==> config.mk <==
export PLATFORM = sky130hd
export DESIGN_NAME = mfd_ctrl
export DESIGN_NICKNAME = d
export VERILOG_FILES = /design/src/rtl/core/mfd_pkg.sv /design/src/rtl/core/mfd_ctrl.sv
export SDC_FILE = /design/constraint.sdc
export NUM_CORES = 1
export LEC_CHECK = 0
export BUFFER_PORTS_ARGS = -buffer_cell sky130_fd_sc_hd__buf_2
export CAP_MARGIN = 20
export CORE_AREA = 2 2 39 41
export DETAILED_ROUTE_END_ITERATION = 8
export DIE_AREA = 0 0 41 43
export PLACE_DENSITY = 0.35
export SETUP_SLACK_MARGIN = 0.3
export SLEW_MARGIN = 20
export SYNTH_ARGS = -nofsm -noshare
export SYNTH_HDL_FRONTEND = slang
export SYNTH_SLANG_ARGS = --single-unit
==> constraint.sdc <==
create_clock -name clk -period 1.25 [get_ports clk]
set_input_delay 0.25 -clock clk [delete_from_list [all_inputs] [get_ports clk]]
set_output_delay 0.25 -clock clk [all_outputs]
set_load 0.005 [all_outputs]
==> src/rtl/core/mfd_pkg.sv <==
// Package for the modulated feedback delay: sizes, codes, command/status types
// and the quarter-wave sine table builder. No dependencies.
package mfd_pkg;

    localparam int STORE_DEPTH     = 131072;
    localparam int ADDR_W          = $clog2(STORE_DEPTH);
    localparam int POS_W           = ADDR_W + 8;
    localparam int SINE_TABLE_SIZE = 1024;
    localparam int SINE_BITS       = $clog2(SINE_TABLE_SIZE);
    localparam int CFG_IDX_W       = 3;
    localparam int CFG_DATA_W      = 32;

    localparam logic [15:0] GAIN_UNITY = 16'd32768;

    typedef enum logic [CFG_IDX_W-1:0] {
        REG_DELAY    = 3'd0,
        REG_DEPTH    = 3'd1,
        REG_STEP     = 3'd2,
        REG_WET      = 3'd3,
        REG_FEEDBACK = 3'd4,
        REG_DRY      = 3'd5
    } cfg_reg_t;

    typedef enum logic [2:0] {
        ST_IDLE,
        ST_SINE,
        ST_MUL,
        ST_ADDR,
        ST_INTERP,
        ST_MIX,
        ST_OUT
    } mfd_state_t;

    // controller to datapath
    typedef struct packed {
        logic load;
        logic rom_rd;
        logic mul;
        logic mem_rd;
        logic interp;
        logic mix;
        logic finish;
    } mfd_cmd_t;

    // datapath to controller
    typedef struct packed {
        logic out_busy;
    } mfd_status_t;

    typedef logic [15:0] sine_rom_t [0:SINE_TABLE_SIZE];

    // Q30 odd polynomial for sin(pi/2 * x), rounded to Q15 and clamped
    function automatic sine_rom_t build_sine();
        sine_rom_t rom;
        longint    x;
        longint    x2;
        longint    acc;
        longint    v;
        for (int i = 0; i <= SINE_TABLE_SIZE; i++)
        begin
            x   = (longint'(i) * 64'sd1073741824) / SINE_TABLE_SIZE;
            x2  = (x * x) >>> 30;
            acc = 64'sd172272;
            acc = -64'sd5026995 + ((acc * x2) >>> 30);
            acc = 64'sd85569304 + ((acc * x2) >>> 30);
            acc = -64'sd693598668 + ((acc * x2) >>> 30);
            acc = 64'sd1686629713 + ((acc * x2) >>> 30);
            v   = (((acc * x) >>> 30) + 64'sd16384) >>> 15;
            if (v < 0)
            begin
                v = 0;
            end
            if (v > 32768)
            begin
                v = 32768;
            end
            rom[i] = v[15:0];
        end
        return rom;
    endfunction

endpackage

==> src/rtl/core/mfd_ctrl.sv <==
// Sequencer for the modulated delay: steps one word through the datapath.
// Depends on mfd_pkg.
module mfd_ctrl (
    input  logic                 clk,
    input  logic                 rst_n,
    input  logic                 in_valid,
    output logic                 in_ready,
    input  mfd_pkg::mfd_status_t status,
    output mfd_pkg::mfd_cmd_t    cmd
);

    mfd_pkg::mfd_state_t state_reg;
    mfd_pkg::mfd_state_t state_next;

    // state register
    always_ff @(posedge clk or negedge rst_n)
    begin
        if (!rst_n)
        begin
            state_reg <= mfd_pkg::ST_IDLE;
        end
        else
        begin
            state_reg <= state_next;
        end
    end

    // next state
    always_comb
    begin
        state_next = state_reg;
        unique case (state_reg)
            mfd_pkg::ST_IDLE:   if (in_valid) state_next = mfd_pkg::ST_SINE;
            mfd_pkg::ST_SINE:   state_next = mfd_pkg::ST_MUL;
            mfd_pkg::ST_MUL:    state_next = mfd_pkg::ST_ADDR;
            mfd_pkg::ST_ADDR:   state_next = mfd_pkg::ST_INTERP;
            mfd_pkg::ST_INTERP: state_next = mfd_pkg::ST_MIX;
            mfd_pkg::ST_MIX:    state_next = mfd_pkg::ST_OUT;
            mfd_pkg::ST_OUT:    if (!status.out_busy) state_next = mfd_pkg::ST_IDLE;
            default:            state_next = mfd_pkg::ST_IDLE;
        endcase
    end

    // outputs
    always_comb
    begin
        cmd      = '0;
        in_ready = 1'b0;
        unique case (state_reg)
            mfd_pkg::ST_IDLE:
            begin
                in_ready = 1'b1;
                cmd.load = in_valid;
            end
            mfd_pkg::ST_SINE:   cmd.rom_rd = 1'b1;
            mfd_pkg::ST_MUL:    cmd.mul    = 1'b1;
            mfd_pkg::ST_ADDR:   cmd.mem_rd = 1'b1;
            mfd_pkg::ST_INTERP: cmd.interp = 1'b1;
            mfd_pkg::ST_MIX:    cmd.mix    = 1'b1;
            mfd_pkg::ST_OUT:    cmd.finish = !status.out_busy;
            default:            cmd        = '0;
        endcase
    end

endmodule

* Word level (Yosys, flattened, before mapping) *
Cells that the tools add are included.

cells by class
  reduce and logical (&&, ||, !) cells = 3
  equal/unequal tests = 8
  mux-type cells = 11

operators by type and width
  cell                                                             number
  3-bit case mux with 7 select lines                               1
  3-bit == test, second input constant                             3
  1-bit 2-to-1 mux                                                 8
  3-bit by 2-bit == test with 1-bit output, second input constant  2
  3-bit 2-to-1 mux                                                 2
  2-bit != test, second input constant                             2
  3-bit by 1-bit == test with 1-bit output, second input constant  1
  3-bit zero test                                                  1
  2-bit AND reduction                                              1
  1-bit zero test                                                  1

word-level totals
  output and inout bits = 8
  input bits = 4
  logic and storage cells = 23
  flip-flop bits (word level) = 3

* Longest topological paths before layout *
  depth after elaboration = 3
  mapped depth = 3
  gate-level depth less buffers = 3

* Worst setup path before layout *
OpenSTA, ideal clock, no wires.

  path type = flip-flop to output port
  start point = reg state_reg[0]
  end point = out cmd[6] (netlist name)
  required time = 1000 ps
  slack = 160 ps
  data arrival time = 840 ps
  buffers on the path = 0
  cell stages (with the launch flop) = 3
  path through = dfrtp_1 > nor3_1 > and2_1

RTL lines
  item                    line            RTL
  start, declared         mfd_ctrl.sv:12  mfd_pkg::mfd_state_t state_reg;
  start signal, assigned  mfd_ctrl.sv:20  state_reg <= mfd_pkg::ST_IDLE;
  start signal, assigned  mfd_ctrl.sv:24  state_reg <= state_next;
  end, declared           mfd_ctrl.sv:9   output mfd_pkg::mfd_cmd_t cmd

==> flow_metrics.tcl <==
set metrics [dict create \
    initial_core_util_pct 12.5 \
    skew_ps 2.33 \
    die-area_sq_um 1760 \
    hold_viol 0 \
    path_cells "nand2b_4 > nor3_2 > buf_2" \
    dr_wl_met3_um 85 \
    h-tree-depth 1 \
    diodes 0 \
    arrival_ps 1080 \
    largest_reg_flops 3 \
    viasPerCell 3.86 \
    swShare_pct 38.0 \
    grt_pass1_wl_um 931 \
    die_y_um 43 \
    io_pins 12 \
    synth_common_cells "nor2_1, nor3_1, dfrtp_1" \
    synth_warnings 0 \
    slew_headroom_pct 85.3 \
    period_minus_slack_ps 1330 \
    fillerInstances 153 \
    slew_violations 0 \
    crit_required_ps 1000 \
    ys_seq_area_share_pct 43.5 \
    p_leak_nw 0.185 \
    synth-edff-count 0 \
    place_area_sq_um 265 \
    stdcell_area_sq_um 354 \
    nNetsFinal 46 \
    grt.total_usage_pct 8.34 \
    grt_max_degree 8 \
    antenna_found_initial 0 \
    cts.reportedPaths.clkPinSlew_ps 40 \
    max_cap_violations 0 \
    cp_num_buf_inv 1 \
    clk_path_buf_depth 2 \
    critPathMaxFanout 7 \
    clock_sinks 3 \
    crit_type "reg -> out" \
    setup_violations 7 \
    cpLargestDelayFamily "flip-flops" \
    cts_tree "done" \
    avgSynthCellArea_sq_um 8.22 \
    hold_slack_ps 332 \
    hp-class "in -> reg" \
    area_growth_pct 105 \
    yosysTopAreaCell "dfrtp_1" \
    grt_overflow 0 \
    rrSetupSlack_ps 230 \
    cp-start-kind "flip-flop" \
    violations "setup timing" \
    rsz0062_at_grt "true" \
    wl_met1_um 268 \
    insertion_delay_ps 230 \
    yosysUniqueCellTypes 11 \
    wirelength_um 563 \
    fmax_mhz 751 \
    synth_ff_type "dfrtp_1" \
    cp-end-kind "primary output" \
    maxUsedRoutingLayer "met3" \
    wl_per_cell_um 9.88 \
    drc 0 \
    core_region_area_sq_um 1380 \
    cts_buffers 3 \
    dpl.hpwl_um 372 \
    grt_pass1_vias 212 \
    cts_root_buf "clkbuf_4" \
    cellPowerDensity_nw_per_um2 2540 \
    syn_inst 21 \
    layout_setup_ws_ps -81.4 \
    rows 14 \
    drive_gt1_share_pct 65.9 \
    synth.net_count 25 \
    status "finished with violations" \
    crit_slowest_cell "dfrtp_2" \
    dr_wl_met2_um 209 \
    ys_ff_latch 3 \
    synthesis.area_sq_um 173 \
    io_buffers 11 \
    max-vdd-ir-drop_v 0.000971 \
    async_flop_share_pct 100 \
    cp_slowest_stage_delay_ps 460 \
    pwr-share-seq_pct 27.3 \
    intPower_mw 0.558 \
    ant_nets 0 \
    p_sw_mw 0.341 \
    drt_pass1_iterations 2 \
    tightest_slew_ps 220 \
    combPwrFrac_pct 53.7 \
    fin_crit_sh_pct 107 \
    via_count 220 \
    clkPwrFrac_pct 19.0 \
    synth_top_area_share_pct 43.5 \
    dr.first_iter.drc_count 4 \
    ys_top_cells_by_area "dfrtp_1, nor3_1, nor2_1" \
    die-width_um 41 \
    gp_congestion 0.617 \
]
==> final cells by class <==
type	count	area, sq um	area share (%)
clock buffers	4	26.3	7.42
inverters	2	7.51	2.12
multi-input cells	16	118	33.2
flip-flops and latches	3	77.6	21.9
well taps	16	20.0	5.65
repair buffers	16	105	29.7
==> what timing repair did <==
action | in CTS | in global routing
setup endpoints to repair | 8 | 11
gates resized for setup | 4 | 3
hold buffers | 1 | 0
pin swaps | 2 | 0
setup buffers | 2 | 1
hold endpoints to repair | 3 | 0
==> worst paths after layout <==
path,from,to,cells past startpoint
setup / recovery,state_reg[0]$_DFFE_PN0P_,cmd[0],3
hold / removal,status,state_reg[1]$_DFFE_PN0P_,3
setup reg to reg,state_reg[2]$_DFFE_PN0P_,state_reg[2]$_DFFE_PN0P_,4
hold reg to reg,state_reg[0]$_DFFE_PN0P_,state_reg[0]$_DFFE_PN0P_,1
max in group asynchronous,rst_n,state_reg[0]$_DFFE_PN0P_,2
min in group asynchronous,rst_n,state_reg[2]$_DFFE_PN0P_,2
==> layer usage <==
| metal | vias up | global-route usage (%) |
|---|---|---|
| met3 | 0 | 7.85 |
| li1 | 111 | - |
| met2 | 14 | 10.6 |
| met4 | 0 | 2.00 |
| met1 | 95 | 10.0 |
| met5 | - | 0 |
==> power by group through the flow <==
stage | clock network [mW] | registers (mW) | logic [mW]
4_1_cts | 0.181 | 0.231 | 0.436
3_5_place_dp | 0 | 0.231 | 0.338
3_3_place_gp | 0 | 0.224 | 0.335
6_report | 0.170 | 0.245 | 0.483
2_1_floorplan | 0 | 0.220 | 0.190
5_1_grt | 0.193 | 0.258 | 0.540
==> worst reg2reg max path, stage by stage (launching register included) <==
cell     delay, ps
dfrtp_1        390
inv_2           80
and3_4         190
buf_6          100
a21o_1         140
==> placed cells by master (no fill, tap or decap), drive strengths merged <==
cell | netlist | layout
a21o | 1 | 1
o21ai | 2 | 2
nor2 | 4 | 4
nor3 | 4 | 4
dfrtp | 3 | 3
buf | 0 | 15
dlygate4sd3 | 0 | 1
and3 | 1 | 1
clkbuf | 0 | 4
nand2b | 2 | 2
and2 | 1 | 1
inv | 2 | 2
a211oi | 1 | 1
==> logic make-up after synthesis <==
group / synth area share [%]
compound gates: 14.5
buf+inv: 4.34
flops: 43.5
simple gates: 37.7
==> through the flow <==
step                      instances  TNS [ps]  utilization [%]  setup WS [ps]  total power, mW
after global routing             57      -847             25.6           -147            0.992
after global placement           49         0             19.2            137            0.560
final                            57      -339             25.6          -81.4            0.899
after detailed placement         49         0             19.2            113            0.569
after floorplan                  21         0                -            214            0.409
after CTS                        56      -430             24.1          -92.5            0.848
No activity file was read; power rests on OpenSTA's default activity.
